**src/mhic_pkg.sv**
```systemverilog
`timescale 1ns / 1ps
// ----------------------------------------------------------------------------
// Magnetometer hard-iron calibrator package
// Shared widths, axis and register codes, and saturation helper.
// ----------------------------------------------------------------------------
package mhic_pkg;

  localparam int AXIS_W         = 16;
  localparam int GAIN_W         = 16;
  localparam int CNT_W          = 16;
  localparam int CFG_IDX_W      = 2;
  localparam int CFG_DATA_W     = 16;
  localparam int NUM_AXES       = 3;
  localparam int GAIN_FRAC_BITS = 14;
  localparam int PROD_W         = AXIS_W + GAIN_W + 1;

  localparam logic [CNT_W-1:0] WINDOW_RESET = 16'd300;

  typedef enum logic [1:0] {
    AX_ROLL  = 2'd0,
    AX_PITCH = 2'd1,
    AX_YAW   = 2'd2
  } axis_t;

  typedef enum logic [CFG_IDX_W-1:0] {
    CFG_GAIN_ROLL  = 2'd0,
    CFG_GAIN_PITCH = 2'd1,
    CFG_GAIN_YAW   = 2'd2,
    CFG_WINDOW     = 2'd3
  } cfg_idx_t;

  typedef logic signed [AXIS_W-1:0] axis_val_t;

  // Saturates a signed value of PROD_W bits to the signed axis range.
  function automatic axis_val_t sat_axis(input logic signed [PROD_W-1:0] v);
    logic signed [PROD_W-1:0] hi;
    logic signed [PROD_W-1:0] lo;
    hi = PROD_W'(32767);
    lo = -PROD_W'(32768);
    if (v > hi) begin
      sat_axis = 16'sh7FFF;
    end else if (v < lo) begin
      sat_axis = 16'sh8000;
    end else begin
      sat_axis = v[AXIS_W-1:0];
    end
  endfunction

endpackage

```
**src/mhic_axis_scale.sv**
```systemverilog
`timescale 1ns / 1ps
// ----------------------------------------------------------------------------
// Magnetometer axis scaler
// Multiplies a raw axis word by an unsigned fixed-point gain, truncates
// toward zero and saturates to the signed axis range.
// ----------------------------------------------------------------------------
module mhic_axis_scale import mhic_pkg::*; #(
  parameter int FRAC_BITS = GAIN_FRAC_BITS
) (
  input  logic signed [AXIS_W-1:0] raw,
  input  logic [GAIN_W-1:0]        gain,
  output axis_val_t                scaled
);

  localparam logic signed [PROD_W-1:0] BIAS =
    PROD_W'((64'd1 << FRAC_BITS) - 64'd1);

  logic signed [PROD_W-1:0] prod;
  logic signed [PROD_W-1:0] adj;
  logic signed [PROD_W-1:0] shifted;

  // Adding the bias to negative products makes the arithmetic shift
  // round toward zero.
  assign prod    = PROD_W'(raw) * PROD_W'($signed({1'b0, gain}));
  assign adj     = prod[PROD_W-1] ? (prod + BIAS) : prod;
  assign shifted = adj >>> FRAC_BITS;
  assign scaled  = sat_axis(shifted);

endmodule
```
**config.mk**
```make
export PLATFORM = sky130hd
export DESIGN_NAME = mhic_axis_scale
export DESIGN_NICKNAME = d
export VERILOG_FILES = /design/src/mhic_pkg.sv /design/src/mhic_axis_scale.sv
export SDC_FILE = /design/constraint.sdc
export NUM_CORES = 1
export LEC_CHECK = 0
export BUFFER_PORTS_ARGS = -buffer_cell sky130_fd_sc_hd__buf_2
export CORE_ASPECT_RATIO = 1.2
export CORE_MARGIN = 5
export CORE_UTILIZATION = 50
export DETAILED_ROUTE_END_ITERATION = 7
export MAX_ROUTING_LAYER = met4
export PLACE_DENSITY = 0.77
export SETUP_SLACK_MARGIN = 0.05
export SYNTH_ARGS = -nofsm -noshare
export SYNTH_HDL_FRONTEND = slang
export SYNTH_SLANG_ARGS = --single-unit
```
**constraint.sdc**
```tcl
create_clock -name vclk -period 11.9
set_input_delay 1.19 -clock vclk [all_inputs]
set_output_delay 1.19 -clock vclk [all_outputs]
set_load 0.03 [all_outputs]
```
==> results.tsv, run 1 <==
metric	value	unit
regArea	0	µm²
ys_warn_count	0	
synthToLayoutAreaGrowth	3.44	%
worst_pin_slew	0.862	ns
drt_iter0_drc	473	
hpwl	19700	µm
grt_pass1_vias	8321	
grt_pass1_wl	40200	µm
drtAntennaViolNets	0	
fin_area	0.0101	mm²
grt_usage	22.7	%
die_area	0.0225	mm²
fin_ws	2.31	ns
arrival	8.40	ns
ctsResizeCount	0	
drc_errors	0	
fmax	104	MHz
rsz0062_at_grt	no	
finalHoldWorstSlack	3.72	ns
wl_met1	9240	µm
ys_seq_area_share	0	%
yosys.area.top_type	fa_1	
grt_overflow	0	
synth.avg_cell_area	8.35	µm²
wl_per_cell	16.9	µm
start_kind	input port	
critical_path_class	in -> out	
seq_cells	0	
synthCells	1172	
crit_path_end_kind	primary output	
core-area	0.0194	mm²
die_w	138	µm
pre_cts_ws	2.41	ns
wl_met2	13100	µm
syn_nets	1520	
cts-hold-fix-buffers	0	
drive_gt1_share	5.24	%
nClkBuffers	0	
yosysTopAreaCellShare	39.7	%
highest_layer	met4	
period_needed	9.59	ns
drt_wl_total	24200	µm
slew_viol_final	0	
die_h	163	µm
diodes	0	
grt_max_degree	17	
route.met3.wl	1110	µm
drt_first_pass_iters	5	
setup_violations	0	
hold_class	in -> out	
vias	8022	
final_hold_viol_count	0	
finalCritPeriodShare	80.5	%
cp_max_fo	16	
finalNetCount	1515	
port_buffers	48	
synth_area	0.00979	mm²
outcome	finished clean	
boundaryPins	48	
fin_tns_setup	0	ns
rows	56	
maxCapViolCount	0	
synth.distinct_cells	68	
antenna_found_initial	0	
via_per_inst	5.63	
gp_congestion	0.901	
postCtsSetupRepairBufs	0	
synthTopCellsByArea	fa_1 (40%), ha_1 (16%), inv_1 (9.1%)	
relSlewSlack	42.1	%
initial_core_util	50.4	%
worstPathRequired	10.71	ns
fillers	1814	
placed_area	0.0101	mm²
## cells by family after synthesis
family	share of synthesized area [%]
buffers and inverters	11.5
and+or+nand+nor	20.3
adders and majority gates	55.3
muxes	0.422
AOI/OAI and AO/OA	9.78
xor gates and xnor gates	2.68
## layout make-up
cell class                 count  area, µm²  area share [%]
tap                          261        327            3.22
timing repair buffer          48        240            2.37
multi-input combinational    878       8660            85.5
inverter                     239        897            8.86
## worst paths after layout
kind / endpoint / cells after the start / slack (ns) / from
setup / recovery: scaled[14] / 23 / 2.31 / raw[1]
hold / removal: scaled[0] / 9 / 3.72 / raw[0]
## per-layer routing
layer	vias to the layer above	global-route usage (%)
li1	3654	-
met4	0	5.66
met5	-	-
met3	53	1.63
met2	236	41.6
met1	4079	26.8
## critical path: stages
cell and delay [ns]:
buf_2 0.32, nand2_1 0.14, fa_1 0.52, fa_1 0.58, fa_1 0.47, fa_1 0.54, inv_1 0.05, fa_1 0.55
inv_1 0.06, fa_1 0.52, inv_1 0.05, ha_1 0.42, a21oi_1 0.33, o22ai_1 0.22, o21a_1 0.27, o311a_1 0.32
o21ai_1 0.17, o21ai_0 0.13, xor2_1 0.20, o41ai_4 0.79, o311ai_1 0.21, o21a_1 0.15, buf_2 0.17
## cell usage after synthesis, types with 2 or more instances
cell type and instances:
a211o_1 3, a211oi_1 7, a21o_1 12, a21oi_1 48
a31o_2 3, a31oi_1 5, and2_1 122, and3_1 9
and4_1 4, buf_1 2, buf_2 4, buf_6 2
clkbuf_1 46, fa_1 194, ha_1 122, inv_1 238
mux2i_1 3, nand2_1 158, nand2b_1 9, nand3_1 14
nand4_1 12, nand4b_1 3, nor2_1 27, nor2b_1 3
nor3_1 10, nor4_1 3, o2111ai_1 2, o211ai_1 4
o21a_1 10, o21ai_0 19, o21bai_1 2, o311ai_1 2
o31ai_1 4, or3_1 2, or4_1 3, xnor2_1 20
xor2_1 10
## placed cells by master (no fill, tap or decap), types with 4 or more instances in the layout
cell type / Yosys / routed
o211ai_1: 4 / 4
nand2b_1: 9 / 9
buf_2: 4 / 48
o31ai_1: 4 / 4
nand2_1: 158 / 158
fa_1: 194 / 194
a211oi_1: 7 / 7
a21oi_1: 48 / 48
ha_1: 122 / 122
a31oi_1: 5 / 5
xnor2_1: 20 / 20
nor2_1: 27 / 27
nand3_1: 14 / 14
o21a_1: 10 / 10
xor2_1: 10 / 10
nor3_1: 10 / 10
and2_1: 122 / 122
inv_1: 238 / 238
and3_1: 9 / 9
a21o_1: 12 / 12
nand4_1: 12 / 12
o21ai_0: 19 / 19
and4_1: 4 / 4
## metrics by stage
step	std cells	util, %
after floorplan	1172	-
final	1426	52.2
after global placement	1426	52.2
after global routing	1426	52.2
after detailed placement	1426	52.2
after CTS	1426	52.2
Power of run 1 is not shown: default switching activity piles up to over one toggle a cycle in this logic, so the estimate is an artifact.
==> run 2, diff against run 1 <==
==> constraint.sdc (replaced) <==
create_clock -name vclk -period 9.6
set_input_delay 0.96 -clock vclk [all_inputs]
set_output_delay 0.96 -clock vclk [all_outputs]
set_load 0.03 [all_outputs]
==> results.tsv, run 2 (synthesis results as in run 1) <==
metric	value	unit	change
outcome	finished clean		
die_area	0.0225	mm²	unchanged
regArea	0	µm²	unchanged
seq_cells	0		unchanged
rows	56		unchanged
antenna_found_initial	0		unchanged
period_needed	9.02	ns	
synthToLayoutAreaGrowth	3.44	%	unchanged
drt_iter0_drc	414		-12%
core-area	0.0194	mm²	unchanged
port_buffers	48		unchanged
drc_errors	0		unchanged
gp_congestion	0.909		+0.88%
nClkBuffers	0		unchanged
cp_max_fo	16		unchanged
final_hold_viol_count	0		unchanged
drt_first_pass_iters	5		unchanged
via_per_inst	5.59		-0.65%
arrival	8.06	ns	-0.34 ns
hpwl	19300	µm	-1.6%
finalNetCount	1515		unchanged
hold_class	in -> out		
initial_core_util	50.4	%	unchanged
relSlewSlack	40.4	%	-1.7 points
fin_tns_setup	0	ns	unchanged
finalCritPeriodShare	94.0	%	
vias	7970		-0.65%
grt_overflow	0		unchanged
final_common_cell	inv_1		
critical_path_class	in -> out		
diodes	0		unchanged
grt_pass1_wl	40100	µm	about the same
worst_pin_slew	0.887	ns	+0.0247 ns
postCtsSetupRepairBufs	0		unchanged
ctsResizeCount	0		unchanged
grt_pass1_vias	8436		+1.4%
slew_viol_final	0		unchanged
maxCapViolCount	0		unchanged
drive_gt1_share	5.24	%	unchanged
worstPathRequired	8.64	ns	-2.07 ns
cts-hold-fix-buffers	0		unchanged
drtAntennaViolNets	0		unchanged
fmax	111	MHz	
boundaryPins	48		unchanged
die_h	163	µm	unchanged
crit_path_end_kind	primary output		
grt_usage	22.5	%	-0.17 points
grt_max_degree	17		unchanged
die_w	138	µm	unchanged
setup_violations	0		unchanged
wl_per_cell	16.9	µm	-0.53%
start_kind	input port		
drt_wl_total	24000	µm	-0.53%
rsz0062_at_grt	no		
final_cell_mix	inv_1 (238), fa_1 (194), nand2_1 (158)		
-- run 2: routing by layer --
metal / track usage, % / share of wire [%] / up-vias
met5: - / 0 / -
met3: 2.28 / 5.8 / 65
li1: - / - / 3654
met2: 40.9 / 54 / 260
met1: 26.6 / 38 / 3991
met4: 5.35 / 2.6 / 0
-- run 2: worst paths after layout --
kind	cells past startpoint	slack, ns	end	startpoint
min	9	3.25	scaled[0]	raw[0]
max	23	0.58	scaled[14]	gain[10]
-- run 2: layout make-up --
class / instances / area [µm²]
inverter: 239 / 897
tap: 261 / 327
timing repair buffer: 48 / 240
fill: 1819 / 9280
multi-input combinational: 878 / 8660
-- run 2: worst max-delay path, cell delays in order --
cell and delay, ns:
buf_2 0.33, nand2_1 0.14, fa_1 0.53, fa_1 0.60, fa_1 0.46, fa_1 0.55
inv_1 0.05, fa_1 0.52, inv_1 0.05, fa_1 0.53, inv_1 0.04, ha_1 0.41
a21oi_1 0.30, o22ai_1 0.20, o21a_1 0.27, o311a_1 0.33, o21ai_1 0.13, o21ai_0 0.12
xor2_1 0.20, o41ai_4 0.79, o311ai_1 0.21, o21a_1 0.14, buf_2 0.17
-- run 2: per-stage QoR --
step / cell area, µm² / utilization (%) / setup WS [ns] / instances / hold WS [ns]
final: 10100 / 52.2 / 0.578 / 1426 / 3.25
after global routing: 10100 / 52.2 / 0.0773 / 1426 / 3.37
after CTS: 10100 / 52.2 / 0.586 / 1426 / 3.25
after detailed placement: 10100 / 52.2 / 0.600 / 1426 / 3.24
after global placement: 10100 / 52.2 / 0.732 / 1426 / 3.21
after floorplan: 9790 / - / 1.16 / 1172 / 2.74
Power of run 2 is left out for the same reason.
